**config.mk**
```make
export PLATFORM = sky130hd
export DESIGN_NAME = rscp_policy
export DESIGN_NICKNAME = d
export VERILOG_FILES = /design/src/assert_macros.svh /design/src/rscp_pkg.sv /design/src/rscp_policy.sv
export SDC_FILE = /design/constraint.sdc
export NUM_CORES = 2
export LEC_CHECK = 0
export ABC_AREA = 1
export BUFFER_PORTS_ARGS = -buffer_cell sky130_fd_sc_hd__buf_2
export CORE_MARGIN = 3
export CORE_UTILIZATION = 50
export CTS_CLUSTER_DIAMETER = 150
export DETAILED_ROUTE_END_ITERATION = 7
export PLACE_DENSITY_LB_ADDON = 0.3
export SETUP_SLACK_MARGIN = 0.05
export SKIP_CTS_REPAIR_TIMING = 1
export SYNTH_ARGS = -nofsm -noshare
export SYNTH_HDL_FRONTEND = slang
export SYNTH_SLANG_ARGS = --single-unit
export TNS_END_PERCENT = 30
```
**constraint.sdc**
```tcl
create_clock -name clk -period 5.8 [get_ports clk]
set_clock_uncertainty 0.15 [all_clocks]
set_input_delay 0.29 -clock clk [delete_from_list [all_inputs] [get_ports clk]]
set_output_delay 0.29 -clock clk [all_outputs]
set_load 0.005 [all_outputs]
```
**src/assert_macros.svh**
```systemverilog
// Assertion macros used by the top-level RTL file of the resizing stack core
`ifndef ASSERT_MACROS_SVH
`define ASSERT_MACROS_SVH
`ifndef SYNTHESIS
// Check a property on every clock edge outside reset
`define ASSERT_ALWAYS(label, clk_sig, rst_sig, prop, msg) \
  label: assert property (@(posedge clk_sig) disable iff (rst_sig) (prop)) else $error(msg);
// Check that a condition implies a consequence on the next clock edge
`define ASSERT_NEXT(label, clk_sig, rst_sig, ante, cons, msg) \
  label: assert property (@(posedge clk_sig) disable iff (rst_sig) (ante) |=> (cons)) \
    else $error(msg);
`else
`define ASSERT_ALWAYS(label, clk_sig, rst_sig, prop, msg)
`define ASSERT_NEXT(label, clk_sig, rst_sig, ante, cons, msg)
`endif
`endif

```
**src/rscp_pkg.sv**
```systemverilog
// Shared constants, types and codes of the resizing stack core
`timescale 1ns / 1ps
package rscp_pkg;

  localparam int DEPTH        = 1024;
  localparam int MIN_CAPACITY = 15;
  localparam int EFF_MIN      = (MIN_CAPACITY < DEPTH) ? MIN_CAPACITY : DEPTH;

  localparam int ADDR_W  = $clog2(DEPTH);
  localparam int CAP_W   = $clog2(DEPTH + 1);
  localparam int DATA_W  = 32;
  localparam int REG_W   = 16;
  localparam int FRAC_W  = 12;
  localparam int CNT_W   = 32;
  localparam int PROD_W  = REG_W + CAP_W;
  localparam int SCALE_W = PROD_W - FRAC_W;
  localparam int IDX_W   = 2;

  // Configuration register indexes
  typedef enum logic [IDX_W-1:0] {
    REG_FULL_THR   = 2'd0,
    REG_EMPTY_THR  = 2'd1,
    REG_GROW_RATIO = 2'd2,
    REG_SHRK_RATIO = 2'd3
  } reg_index_t;

  // Resize outcome codes
  typedef enum logic [1:0] {
    ACT_NONE   = 2'd0,
    ACT_GROW   = 2'd1,
    ACT_SHRINK = 2'd2
  } resize_act_t;

  typedef struct packed {
    logic [REG_W-1:0] full_thr;
    logic [REG_W-1:0] empty_thr;
    logic [REG_W-1:0] grow_ratio;
    logic [REG_W-1:0] shrink_ratio;
  } policy_cfg_t;

  typedef struct packed {
    resize_act_t      act;
    logic [CAP_W-1:0] cap;
  } policy_res_t;

endpackage

```
**src/rscp_policy.sv**
```systemverilog
// Capacity policy: registered threshold and ratio products, then compare and clamp
`timescale 1ns / 1ps
module rscp_policy (
  input  logic                         clk,
  input  logic                         capture,
  input  rscp_pkg::policy_cfg_t        cfg,
  input  logic [rscp_pkg::CAP_W-1:0]   cap_now,
  input  logic [rscp_pkg::CAP_W-1:0]   fill,
  output rscp_pkg::policy_res_t        res
);
  import rscp_pkg::*;

  logic [PROD_W-1:0] full_prod;
  logic [PROD_W-1:0] empty_prod;
  logic [PROD_W-1:0] grow_prod;
  logic [PROD_W-1:0] shrink_prod;
  logic [PROD_W-1:0] fill_scaled;

  // Saturate a scaled capacity into [EFF_MIN, DEPTH]
  function automatic logic [CAP_W-1:0] clamp_cap(input logic [SCALE_W-1:0] v);
    logic [CAP_W-1:0] r;
    if (v > SCALE_W'(DEPTH)) begin
      r = CAP_W'(DEPTH);
    end else if (v < SCALE_W'(EFF_MIN)) begin
      r = CAP_W'(EFF_MIN);
    end else begin
      r = v[CAP_W-1:0];
    end
    return r;
  endfunction

  // Form all products from the capacity held before the command
  always_ff @(posedge clk) begin
    if (capture) begin
      full_prod   <= PROD_W'(cfg.full_thr)     * PROD_W'(cap_now);
      empty_prod  <= PROD_W'(cfg.empty_thr)    * PROD_W'(cap_now);
      grow_prod   <= PROD_W'(cfg.grow_ratio)   * PROD_W'(cap_now);
      shrink_prod <= PROD_W'(cfg.shrink_ratio) * PROD_W'(cap_now);
    end
  end

  assign fill_scaled = PROD_W'(fill) << FRAC_W;

  // Compare the new fill against both thresholds and pick the new capacity
  always_comb begin
    res.act = ACT_NONE;
    res.cap = cap_now;
    if (fill_scaled >= full_prod) begin
      res.act = ACT_GROW;
      res.cap = clamp_cap(grow_prod[PROD_W-1:FRAC_W]);
    end else if (fill_scaled <= empty_prod && cap_now > CAP_W'(EFF_MIN)) begin
      res.act = ACT_SHRINK;
      res.cap = clamp_cap(shrink_prod[PROD_W-1:FRAC_W]);
    end
  end

endmodule
```
## Yosys cells after proc, flatten, opt, wreduce, memory -nomap -nowiden

Index checks and enable logic that the tools add are counted.

| word-level totals | value |
|---|---|
| flip-flop bits (word level) | 108 |
| input port bits | 88 |
| output and inout port bits | 13 |

| operators by class | value |
|---|---|
| multipliers | 4 |
| magnitude comparators | 7 |
| mux-type cells | 6 |
| reduce and logical (&&, ||, !) cells | 1 |

Operator list:

| kind | count |
|---|---|
| $mul 16x11->27 | 4 |
| $mux 11 | 4 |
| $gt 15x11->1 const B | 2 |
| $lt 15x4->1 const B | 2 |
| $ge 23x27->1 | 1 |
| $le 23x27->1 | 1 |
| $mux 13 | 2 |
| $gt 11x4->1 const B | 1 |
| $logic_and 1x1->1 | 1 |

## Longest topological paths before layout

| depth | value |
|---|---|
| word-level depth | 5 |
| gate-level depth with buffers | 24 |
| depth with buffers taken out | 22 |

## Worst setup path before layout

Ideal clock, no wire load.

| timing path | value |
|---|---|
| kind | input to register |
| start point | in cap_now[2] (netlist name) |
| end point | reg shrink_prod[23] (data pin) |
| data arrival time | 4652 ps |
| slack | 746 ps |
| stages | 21 |
| path buffers | 2 |
| path through | clkbuf_1 buf_1 nand2_1 fa_1 inv_1 fa_1 fa_1 fa_1 inv_1 fa_1 inv_1 ha_1 a21o_1 a21boi_0 nor2_1 nor2_1 o21ai_0 inv_1 nand2_1 nand2_1 nand2_1 |

| between the ends | value |
|---|---|
| longest elaborated chain between the ends | 1 |

RTL lines:

| what | RTL line | source |
|---|---|---|
| from (decl) | rscp_policy.sv:7 | `input logic [rscp_pkg::CAP_W-1:0] cap_now,` |
| $mul 16x11->27 | rscp_policy.sv:38 | `shrink_prod <= PROD_W'(cfg.shrink_ratio) * PROD_W'(cap_now);` |
| to (signal assigned) | rscp_policy.sv:38 |  |
| to (decl) | rscp_policy.sv:16 | `logic [PROD_W-1:0] shrink_prod;` |

No other way between the ends.
A chain may end at the register's enable or synchronous reset.

## Final worst setup path

| timing path | value |
|---|---|
| start point | in cap_now[5] (netlist name) |
| end point | reg grow_prod[16] (data pin) |

| between the ends | value |
|---|---|
| longest elaborated chain between the ends | 1 |

RTL lines:

| what | RTL line | source |
|---|---|---|
| $mul 16x11->27 | rscp_policy.sv:37 | `grow_prod <= PROD_W'(cfg.grow_ratio) * PROD_W'(cap_now);` |
| to (signal assigned) | rscp_policy.sv:37 |  |
| to (decl) | rscp_policy.sv:15 | `logic [PROD_W-1:0] grow_prod;` |

No other way between the ends.

==> reports/results.txt <==
# rows = 85
Aggregate global routing overflow = 0
Initial antenna violation count = 3
Area leader, netlist = fa_1
1st-pass router iterations = 5
Crit path launch = cap_now[5]
Slowest stage delay, CP = 0.55 ns
Worst-Margin Slew = 1.13 ns
Hold path startpoint = capture
Crit-path max FO = 41
Syn Nets = 4592
Max cap viols = 0
GPL Wtd Cong = 0.932
Max clock buf depth = 2
Hold WS = 0.117 ns
Share of layout cells above drive strength 1 = 4.35%
Startpoint Class = primary input
Setup TNS = 0 ns
Crit path DAT = 4.93 ns
Post-synthesis area per instance = 7.46 um^2
Input/output buffers = 100
DIE HEIGHT = 242 um
Final Cycle Share = 85.3%
CP Capture Type = flip-flop
Min Tclk post-route = 4.95 ns
Max VDD drop = 0.378 mV
Top Layer Used = met5
Die X = 242 um
CTS Buf Count = 9
CTS tree = yes
Power Total = 0.0151 W
Register area share after synthesis = 9.06%
Final wirelength = 66300 um
# nets final = 4581
Root buf cell = clkbuf_16
Fill cells = 5327
Starting density of the core = 51.1%
Routed length per instance = 14.9 um
Final Hold Viols = 0
Met1 Routed Length = 29500 um
Worst-path clk slew = 0.07 ns
DR vias/cell = 4.99
Worst hold path class = primary input to flip-flop
Die footprint = 58500 um^2
Number of synthesized flops with an enable pin = 84
Post-Synthesis Cells = 3730
Post-Syn Area = 27800 um^2
First-pass GRT wire length = 114000 um
Gr usage total = 23.6%
Crit Path Class = primary input to flip-flop
Reg area = 2520 um^2
H-tree depth = 3
Met3 wire length = 3880 um
Status = finished, final reports clean
RSZ-0062 raised after global routing = false
Largest net degree at the start of global routing = 73
Post-route ant nets = 0
Power Dens Cells = 515 nW/um^2
IO Pins = 101
Flop and latch count out of synthesis = 84
Static leakage = 17.7 nW
Core area = 54500 um^2
Clock sinks = 84
Main synth FF type = edfxtp_1
Yosys warns = 0
Most frequent CP cell = fa_1
Met2 wire length = 32000 um
Max frequency = 202 MHz
Vias in the first global route = 23.3k
Area grow syn2layout = 5.63%
Multi-input logic area = 20700 um^2
Unique masters post-synth = 44
Via count = 22.3k
Final setup vio count = 0
Crit-path cells = buf_2 -> buf_12 -> nand2_1 -> fa_1 -> inv_1 -> fa_1 -> fa_1 -> fa_1 -> fa_1 -> ha_1 -> a21oi_1 -> a21boi_0 -> nand3_1 -> nand2_1 -> nand2_1 -> xor2_1
Max-slew violation count = 0
Slew HR = 24.2%
Top cells by area, synth = fa_1 36%, inv_1 14%, nand2_1 14%
Cell with the largest stage delay on the worst path = fa_1
Post-DP Area = 29100 um^2
Async set-reset flop share out of synthesis = 0%
WP data required = 5.78 ns
Final instance area = 29400 um^2
Synth top area share = 35.8%
Post-DP HPWL = 54300 um
DRT iter0 DRCs = 1298
DRC Markers = 0
==> cell usage in the layout (no fill, tap or decap), drive strengths merged <==
cell type | Yosys | final
bufinv | 0 | 2
clkbuf | 116 | 9
ha | 276 | 276
o31ai | 1 | 1
nand3b | 6 | 6
a21boi | 7 | 7
o21ai | 52 | 52
a21oi | 105 | 105
o211ai | 3 | 3
edfxtp | 84 | 84
fa | 498 | 498
nand2 | 1059 | 1059
xor2 | 34 | 34
nor2 | 148 | 148
or2 | 1 | 1
nor4 | 7 | 7
and2 | 1 | 1
buf | 30 | 124
o211a | 1 | 1
nor3 | 24 | 24
a31oi | 6 | 6
o21bai | 14 | 14
diode | 0 | 3
inv | 1073 | 1075
nand3 | 107 | 107
nand2b | 1 | 1
xnor2 | 21 | 21
a21o | 12 | 12
o21a | 5 | 5
clkinv | 0 | 3
nand4 | 36 | 36
nor3b | 2 | 2
==> report_power, final <==
group	switching, W	total (W)	internal, W	leakage (nW)
registers	0.000126	0.00163	0.00151	0.820
clock network	0.000277	0.000658	0.000381	0.159
logic	0.00812	0.0129	0.00473	16.7
total	0.00852	0.0151	0.00662	17.7
==> sequential cells by signal, indices dropped and copies added, names as in the netlist <==
name,flops
empty_prod,27
grow_prod,15
full_prod,27
shrink_prod,15
==> per-stage QoR <==
stage	utilization (%)	worst slack, ns	std cells
global placement	53.4	0.505	4447
finish	54.0	0.852	4466
detailed placement	53.4	0.493	4447
CTS	54.0	0.895	4463
floorplan	-	0.746	3730
global route	54.0	0.621	4465
==> synth_stat cells, types with 7 or more instances <==
master / instances
a21o_1: 12
a21oi_1: 103
buf_1: 15
buf_2: 8
buf_4: 7
clkbuf_1: 116
edfxtp_1: 84
fa_1: 498
ha_1: 276
inv_1: 1072
nand2_1: 1051
nand3_1: 106
nand4_1: 36
nor2_1: 146
nor3_1: 23
o21ai_0: 47
o21bai_1: 13
xnor2_1: 21
xor2_1: 34
==> path summary, 6_finish.rpt <==
check                            endpoint  depth (start not counted)  slack [ns]
setup / recovery  grow_prod[16]$_DFFE_PP_                         16        0.85
hold / removal    grow_prod[12]$_DFFE_PP_                          1        0.12
==> critical path: cells and delay by family <==
| family | cells | cell delay [ns] |
|---|---|---|
| adders and majority gates | 6 | 2.82 |
| AOI/OAI and AO/OA | 2 | 0.58 |
| buffers and inverters | 3 | 0.56 |
| and+or+nand+nor | 4 | 0.48 |
| xor gates and xnor gates | 1 | 0.15 |
==> cell type report <==
cell class / count / area share, %
Timing Repair Buffer: 124 / 3.05
Antenna cell: 3 / 0.0255
Clock buffer: 9 / 0.766
Tap cell: 739 / 3.14
Sequential cell: 84 / 8.58
Clock inverter: 7 / 0.332
Multi-Input combinational cell: 2427 / 70.4
Inverter: 1073 / 13.7
==> layer usage <==
layer	up-vias	track usage (%)
met5	-	0
met4	2	5.14
met3	69	3.38
met2	613	40.3
met1	10800	32.1
li1	10800	-
==> cell families after synthesis <==
group                      Yosys count  share of synthesized area [%]
AOI/OAI and AO/OA                  206                           4.26
DFF                                 84                           9.06
adders and majority gates          774                           48.2
xor gates and xnor gates            55                           1.73
and+or+nand+nor                   1392                           20.2
buffers and inverters             1219                           16.6
Power figures use the tool's default switching activity.
